File: config.mk
export PLATFORM = sky130hd
export DESIGN_NAME = ordered_list_push_erase_dump
export DESIGN_NICKNAME = d
export VERILOG_FILES = /design/src/hdl/olpd_pkg.sv /design/src/hdl/olpd_cell.sv /design/src/hdl/ordered_list_push_erase_dump.sv
export SDC_FILE = /design/constraint.sdc
export NUM_CORES = 2
export LEC_CHECK = 0
export BUFFER_PORTS_ARGS = -buffer_cell sky130_fd_sc_hd__buf_2
export CORE_ASPECT_RATIO = 0.9
export CORE_MARGIN = 3
export CORE_UTILIZATION = 50
export DETAILED_ROUTE_END_ITERATION = 8
export PLACE_DENSITY = 0.71
export RECOVER_POWER = 25
export SYNTH_ARGS = -nofsm -noshare
export SYNTH_HDL_FRONTEND = slang
export SYNTH_SLANG_ARGS = --single-unit
File: constraint.sdc
create_clock -name aclk -period 7.4 [get_ports aclk]
set_clock_uncertainty 0.2 [all_clocks]
set_input_delay 1.48 -clock aclk [delete_from_list [all_inputs] [get_ports aclk]]
set_output_delay 1.48 -clock aclk [all_outputs]
set_load 0.05 [all_outputs]
File: src/hdl/olpd_pkg.sv
// ----------------------------------------------------------------------------
// olpd_pkg - shared types and constants for the ordered list block
// Operation codes, cell commands and default sizing.
// ----------------------------------------------------------------------------
`default_nettype none

package olpd_pkg;

    localparam int DATA_W      = 32;
    localparam int DEPTH_DEF   = 16;

    localparam logic [1:0] FUNC_PUSH_FRONT = 2'd0;
    localparam logic [1:0] FUNC_PUSH_BACK  = 2'd1;
    localparam logic [1:0] FUNC_ERASE      = 2'd2;
    localparam logic [1:0] FUNC_NONE       = 2'd3;

    typedef enum logic [2:0] {
        CELL_HOLD,
        CELL_PUSH_FRONT,
        CELL_PUSH_BACK,
        CELL_ERASE,
        CELL_ROT_FWD,
        CELL_ROT_REV
    } cell_op_t;

    typedef struct packed {
        cell_op_t                  op;
        logic signed [DATA_W-1:0]  operand;
    } cell_cmd_t;

endpackage

`default_nettype wire

File: src/hdl/olpd_cell.sv
// ----------------------------------------------------------------------------
// olpd_cell - one list slot
// Holds one entry and takes a new value from the operand, a neighbor, the head or the tail.
// ----------------------------------------------------------------------------
`default_nettype none

module olpd_cell #(
    parameter int CNT_W = 5,
    parameter int POS   = 0
) (
    input  wire logic                              aclk,
    input  wire olpd_pkg::cell_cmd_t               cmd,
    input  wire logic [CNT_W-1:0]                  count,
    input  wire logic [CNT_W-1:0]                  erase_idx,
    input  wire logic signed [olpd_pkg::DATA_W-1:0] prev_value,
    input  wire logic signed [olpd_pkg::DATA_W-1:0] next_value,
    input  wire logic signed [olpd_pkg::DATA_W-1:0] head_value,
    input  wire logic signed [olpd_pkg::DATA_W-1:0] tail_value,
    output logic signed [olpd_pkg::DATA_W-1:0]      value
);
    import olpd_pkg::*;

    localparam logic [CNT_W-1:0] MY_POS = CNT_W'(POS);
    localparam logic [CNT_W-1:0] POS_P1 = CNT_W'(POS + 1);

    logic signed [DATA_W-1:0] value_reg;
    logic signed [DATA_W-1:0] value_next;

    always_comb begin
        value_next = value_reg;
        case (cmd.op)
            CELL_PUSH_FRONT: value_next = (MY_POS == '0) ? cmd.operand : prev_value;
            CELL_PUSH_BACK:  if (MY_POS == count) value_next = cmd.operand;
            CELL_ERASE:      if (MY_POS >= erase_idx) value_next = next_value;
            CELL_ROT_FWD: begin
                // slot count-1 wraps around to the head
                if (POS_P1 == count)     value_next = head_value;
                else if (POS_P1 < count) value_next = next_value;
            end
            CELL_ROT_REV: begin
                if (MY_POS == '0)        value_next = tail_value;
                else if (MY_POS < count) value_next = prev_value;
            end
            default: value_next = value_reg;
        endcase
    end

    always_ff @(posedge aclk) begin
        value_reg <= value_next;
    end

    assign value = value_reg;

endmodule

`default_nettype wire

File: src/hdl/ordered_list_push_erase_dump.sv
// ----------------------------------------------------------------------------
// ordered_list_push_erase_dump - ordered list with push, erase and dump
// Chain of slots; the dump walks the list by rotating the occupied slots.
// ----------------------------------------------------------------------------
// The first word (forward header) follows the list update through the output register.
// Each item updates the list and then dumps it; a new item is taken only once
//   the last dump word is emitted, one result word per cycle while m_ready is high; code 3 makes no dump.
// The dump rotates the chain once per element, so the list is restored.
// Reset: synchronous, active low; clears count, state and output valid.
// Slot contents are not reset.
`default_nettype none

module ordered_list_push_erase_dump #(
    parameter int DEPTH = olpd_pkg::DEPTH_DEF
) (
    input  wire logic                               aclk,
    input  wire logic                               aresetn,
    input  wire logic                               s_valid,
    output logic                                    s_ready,
    input  wire logic [1:0]                         s_func,
    input  wire logic signed [olpd_pkg::DATA_W-1:0] s_operand,
    output logic                                    m_valid,
    input  wire logic                               m_ready,
    output logic                                    m_kind,
    output logic                                    m_direction,
    output logic signed [olpd_pkg::DATA_W-1:0]      m_element,
    output logic                                    m_dropped,
    output logic                                    m_last
);
    import olpd_pkg::*;

    localparam int CNT_W = $clog2(DEPTH + 1);
    localparam int IDX_W = (DEPTH > 1) ? $clog2(DEPTH) : 1;

    typedef enum logic [4:0] {
        ST_IDLE    = 5'b00001,
        ST_FWD_HDR = 5'b00010,
        ST_FWD_EL  = 5'b00100,
        ST_REV_HDR = 5'b01000,
        ST_REV_EL  = 5'b10000
    } state_t;

    state_t              state_reg, state_next;
    logic [CNT_W-1:0]    count_reg, count_next;
    logic [CNT_W-1:0]    walk_reg, walk_next;
    logic                drop_reg, drop_next;

    logic                m_valid_reg;
    logic                m_kind_reg, m_dir_reg, m_drop_reg, m_last_reg;
    logic signed [DATA_W-1:0] m_elem_reg;

    logic                emit_kind, emit_dir, emit_last;
    logic signed [DATA_W-1:0] emit_elem;

    cell_cmd_t           cmd;
    logic [CNT_W-1:0]    erase_idx;
    logic signed [DATA_W-1:0] cell_value [DEPTH];
    logic signed [DATA_W-1:0] head_value, tail_value;
    logic [IDX_W-1:0]    tail_idx;

    logic in_accept, emit, full, erase_ok, walk_done;

    assign s_ready   = (state_reg == ST_IDLE);
    assign in_accept = s_valid && s_ready;
    assign emit      = (state_reg != ST_IDLE) && (!m_valid_reg || m_ready);
    assign full      = (count_reg >= CNT_W'(DEPTH));
    assign erase_ok  = ($unsigned(s_operand) < DATA_W'(count_reg));
    assign erase_idx = s_operand[CNT_W-1:0];
    assign walk_done = ((walk_reg + 1'b1) == count_reg);

    assign tail_idx   = IDX_W'(count_reg - 1'b1);
    assign head_value = cell_value[0];
    assign tail_value = cell_value[tail_idx];

    always_comb begin
        state_next  = state_reg;
        count_next  = count_reg;
        walk_next   = walk_reg;
        drop_next   = drop_reg;
        cmd.op      = CELL_HOLD;
        cmd.operand = s_operand;
        emit_kind   = 1'b0;
        emit_dir    = 1'b0;
        emit_elem   = '0;
        emit_last   = 1'b0;

        unique case (state_reg)
            ST_IDLE: begin
                if (in_accept && s_func != FUNC_NONE) begin
                    state_next = ST_FWD_HDR;
                    drop_next  = 1'b0;
                    unique case (s_func) inside
                        FUNC_PUSH_FRONT, FUNC_PUSH_BACK: begin
                            if (full) begin
                                drop_next = 1'b1;
                            end else begin
                                cmd.op     = (s_func == FUNC_PUSH_FRONT) ?
                                             CELL_PUSH_FRONT : CELL_PUSH_BACK;
                                count_next = count_reg + 1'b1;
                            end
                        end
                        default: begin
                            if (erase_ok) begin
                                cmd.op     = CELL_ERASE;
                                count_next = count_reg - 1'b1;
                            end
                        end
                    endcase
                end
            end
            ST_FWD_HDR: begin
                if (emit) begin
                    walk_next  = '0;
                    state_next = (count_reg == '0) ? ST_REV_HDR : ST_FWD_EL;
                end
            end
            ST_FWD_EL: begin
                emit_kind = 1'b1;
                emit_elem = head_value;
                if (emit) begin
                    cmd.op    = CELL_ROT_FWD;
                    walk_next = walk_reg + 1'b1;
                    if (walk_done) state_next = ST_REV_HDR;
                end
            end
            ST_REV_HDR: begin
                emit_dir  = 1'b1;
                emit_last = (count_reg == '0);
                if (emit) begin
                    walk_next  = '0;
                    state_next = (count_reg == '0) ? ST_IDLE : ST_REV_EL;
                end
            end
            ST_REV_EL: begin
                emit_kind = 1'b1;
                emit_dir  = 1'b1;
                emit_elem = tail_value;
                emit_last = walk_done;
                if (emit) begin
                    cmd.op    = CELL_ROT_REV;
                    walk_next = walk_reg + 1'b1;
                    if (walk_done) state_next = ST_IDLE;
                end
            end
            default: state_next = ST_IDLE;
        endcase
    end

    always_ff @(posedge aclk) begin
        if (!aresetn) begin
            state_reg   <= ST_IDLE;
            count_reg   <= '0;
            m_valid_reg <= 1'b0;
        end else begin
            state_reg <= state_next;
            count_reg <= count_next;
            if (emit) begin
                m_valid_reg <= 1'b1;
            end else if (m_ready) begin
                m_valid_reg <= 1'b0;
            end
        end
    end

    always_ff @(posedge aclk) begin
        walk_reg <= walk_next;
        drop_reg <= drop_next;
        if (emit) begin
            m_kind_reg <= emit_kind;
            m_dir_reg  <= emit_dir;
            m_elem_reg <= emit_elem;
            m_drop_reg <= drop_reg;
            m_last_reg <= emit_last;
        end
    end

    // slot chain: each slot sees both neighbors, the head and the tail
    for (genvar g = 0; g < DEPTH; g++) begin : g_cell
        olpd_cell #(
            .CNT_W (CNT_W),
            .POS   (g)
        ) u_cell (
            .aclk       (aclk),
            .cmd        (cmd),
            .count      (count_reg),
            .erase_idx  (erase_idx),
            .prev_value (cell_value[(g == 0) ? 0 : g - 1]),
            .next_value (cell_value[(g == DEPTH - 1) ? g : g + 1]),
            .head_value (head_value),
            .tail_value (tail_value),
            .value      (cell_value[g])
        );
    end

    assign m_valid     = m_valid_reg;
    assign m_kind      = m_kind_reg;
    assign m_direction = m_dir_reg;
    assign m_element   = m_elem_reg;
    assign m_dropped   = m_drop_reg;
    assign m_last      = m_last_reg;

    a_count_range: assert property (@(posedge aclk) disable iff (!aresetn)
        count_reg <= CNT_W'(DEPTH))
        else $error("list count beyond capacity");

    a_walk_nonempty: assert property (@(posedge aclk) disable iff (!aresetn)
        (state_reg == ST_FWD_EL || state_reg == ST_REV_EL) |-> count_reg != '0)
        else $error("element walk on empty list");

    a_header_zero: assert property (@(posedge aclk) disable iff (!aresetn)
        (m_valid_reg && !m_kind_reg) |-> m_elem_reg == '0)
        else $error("header word with nonzero element");

    a_fwd_not_last: assert property (@(posedge aclk) disable iff (!aresetn)
        (m_valid_reg && !m_dir_reg) |-> !m_last_reg)
        else $error("last flag on forward dump word");

endmodule

`default_nettype wire

==> impl_metrics.tcl <==
set metrics [dict create \
    fillCellCount 5795 \
    die_h_um 255.6 \
    place.gp.congestion 0.8926 \
    end_kind "flip-flop" \
    power.leakage_nw 11.14 \
    seqPwrFrac_pct 42.1 \
    cts_root_buffer "clkbuf_16" \
    cts_sinks 565 \
    via_count 31530 \
    p_comb_share_pct 32.7 \
    yosys.area_share.xor_xnor_pct 0.4375 \
    startpoint_type "input port" \
    worst-setup-path-type "in -> reg" \
    yosys_most_used_dff "edfxtp_1" \
    core.rowCount 90 \
    synth_edf_count 554 \
    failed_checks "max-capacitance violations, max-slew violations" \
    core_sq_um 67790 \
    cp.arrival_ps 7300 \
    vias_per_cell 7.686 \
    synth_most_common_cell "edfxtp_1" \
    async_flop_share_pct 0 \
    hold_buffers 0 \
    num-nets-final 3181 \
    synth_fa_ha_area_share_pct 0.3616 \
    cts_setup_buffers 0 \
    start_util_pct 51.04 \
    drt_wl_total_mm 133.4 \
    synth_area_leader_cell "edfxtp_1" \
    vdd_drop_max_v 0.0003270 \
    syn_area_sq_um 34600 \
    dieArea_sq_um 72400 \
    synth_top_area_share_pct 48.08 \
    drive_gt1_share_pct 12.59 \
    antenna_found_initial 4 \
    status "finished with violations" \
    ios 76 \
    antenna_left 0 \
    path_max_fanout 32 \
    synth_compound_area_share_pct 26.37 \
    stdcell_area_sq_um 36900 \
    largest_reg_flops 512 \
    area_growth_syn_to_layout_pct 6.635 \
    cp.required_ps 7580 \
    synth_common_cells "edfxtp_1, nor2_1, o21ai_0, a21oi_1, a31oi_1" \
    cts_resized 0 \
    dp.final_hpwl_mm 69.45 \
    wl_per_cell_um 32.52 \
    grt_pass1_wl_mm 194.4 \
    portBuffers 75 \
    cts_tree "built" \
    drtPass1Iterations 7 \
    grt_usage_pct 35.45 \
    postSynthCellCount 3373 \
    synthSimpleGateAreaFrac_pct 7.796 \
    power_density_nw_per_um2 318.1 \
    dpl_cell_area_sq_um 35240 \
    synthMuxAreaShare_pct 10.41 \
    drc_errors 0 \
    overflow 0 \
    drv_cap 7 \
    synth_top_family_by_area "compound AO/OA/AOI/OAI gates" \
    clk_latency_ps 650 \
    finalCritPeriodShare_pct 96.23 \
    clk_pin_slew_ps 60 \
    drtIter0Drc 6578 \
    seq_area_frac_synth_pct 48.71 \
    multi_input_area_sq_um 15990 \
    syn_area_per_cell_sq_um 10.26 \
    dieWidth_um 283.3 \
    p_sw_mw 4.316 \
    seqCellArea_sq_um 16860 \
    p_int_mw 7.423 \
    min_path_type "reg -> reg" \
    tightest_slew_ps 3226 \
    min_period_ps 7121 \
    clock_path_buffers 3 \
    yosysUniqueCellTypes 66 \
    synth_nets 3421 \
    final_hold_viol_count 0 \
    synth_area_leaders "edfxtp_1, mux4_2, o21ai_0" \
    finalSetupTns_ps 0 \
    cts-buffers-inserted 59 \
    htree_num_levels 2 \
    slew_viol_final 330 \
    slew_headroom_pct -115.1 \
    fmax_mhz 140.4 \
    setup_viol 0 \
    power_frac_clock_pct 25.2 \
    grt_max_degree 217 \
    grt_pass1_vias 29890 \
    synth-seq-cells 565 \
    rsz0062_at_grt "false" \
    switching_share_pct 36.77 \
    ys_warn_count 0 \
]
placed cells by master (no fill, tap or decap), types with 4 or more instances in the layout:
master       n
edfxtp_1   554
o21ai_0    423
nor2_1     419
a21oi_1    410
a31oi_1    259
a211oi_1   161
mux4_2     160
a22oi_1     89
a221o_1     70
nand2_1     65
buf_4       62
clkbuf_16   59
clkbuf_1    53
inv_1       36
buf_2       36
and3_1      34
a22o_1      32
clkinv_1    23
o21ai_1     18
nor3_1      16
nor2_4      15
nand3_1     11
nor4_1      11
ha_1        10
clkinv_2    10
dfxtp_1     10
and2_2       9
nor3_2       8
o21a_1       7
xnor2_1      6
buf_12       6
diode_2      5
and2_1       5
or3_1        5
a211oi_4     5
bufinv_16    5
nand4_1      4
nand2b_1     4
xor2_1       4
o22ai_1      4
per-stage QoR:
stage	utilization [%]	total power [mW]	setup slack [ps]	hold slack [ps]	std cells
3_3_place_gp	51.98	8.572	1319	203.7	3992
4_1_cts	54.65	11.61	1840	235.8	4098
6_report	54.43	11.74	279.0	232.5	4103
2_1_floorplan	-	7.496	1160	200.3	3373
5_1_grt	54.42	12.08	742.5	245.0	4099
3_5_place_dp	51.98	8.699	1189	225.9	3992
worst max-delay path, stage by stage:
cell and delay [ps]:
clkbuf_1 490, clkbuf_1 1950, and4_1 1180, nor2_1 270, clkbuf_1 1190, a221o_1 690
final cells by class:
cell class	count	area share, %
diodes	5	0.03391
clock buffers	66	4.072
clock inverters	40	0.8308
inverters	37	0.3764
multi-input cells	2320	43.33
flip-flops and latches	565	45.69
well taps	920	3.120
repair buffers	150	2.543
worst paths after layout:
path / depth (start not counted) / slack, ps / endpoint / startpoint
worst max-delay path: 6 / 280 / g_cell[15].u_cell.value[0] / s_func[0]
worst min register to register: 0 / 230 / m_dropped / drop_reg
worst min-delay path: 0 / 230 / m_dropped / drop_reg
worst max register to register: 7 / 1320 / g_cell[0].u_cell.value[2] / count_reg[1]
cells by family after synthesis:
kind of cell,after synthesis
AOI/OAI and AO/OA,1508
and+or+nand+nor,628
DFF,565
buffers and inverters,488
muxes,160
xor gates and xnor gates,14
adders and majority gates,10
metal layers:
layer | global-route usage, % | part of all wire (%) | vias up | wire length [um]
li1 | - | - | 12680 | -
met1 | 47.57 | 34 | 14960 | 45190
met2 | 49.50 | 41 | 3232 | 54310
met3 | 14.26 | 19 | 664 | 25170
met4 | 18.41 | 6.5 | 4 | 8723
met5 | 0 | 0.034 | - | 46
power groups by stage:
stage	Combinational [mW]	Clock [mW]	Sequential, mW
2_1_floorplan	2.43	0	5.06
3_3_place_gp	3.65	0	4.92
3_5_place_dp	3.74	0	4.95
4_1_cts	3.76	2.96	4.90
5_1_grt	4.01	3.07	5.00
6_report	3.84	2.96	4.94
No activity file was read; power rests on OpenSTA's default activity.
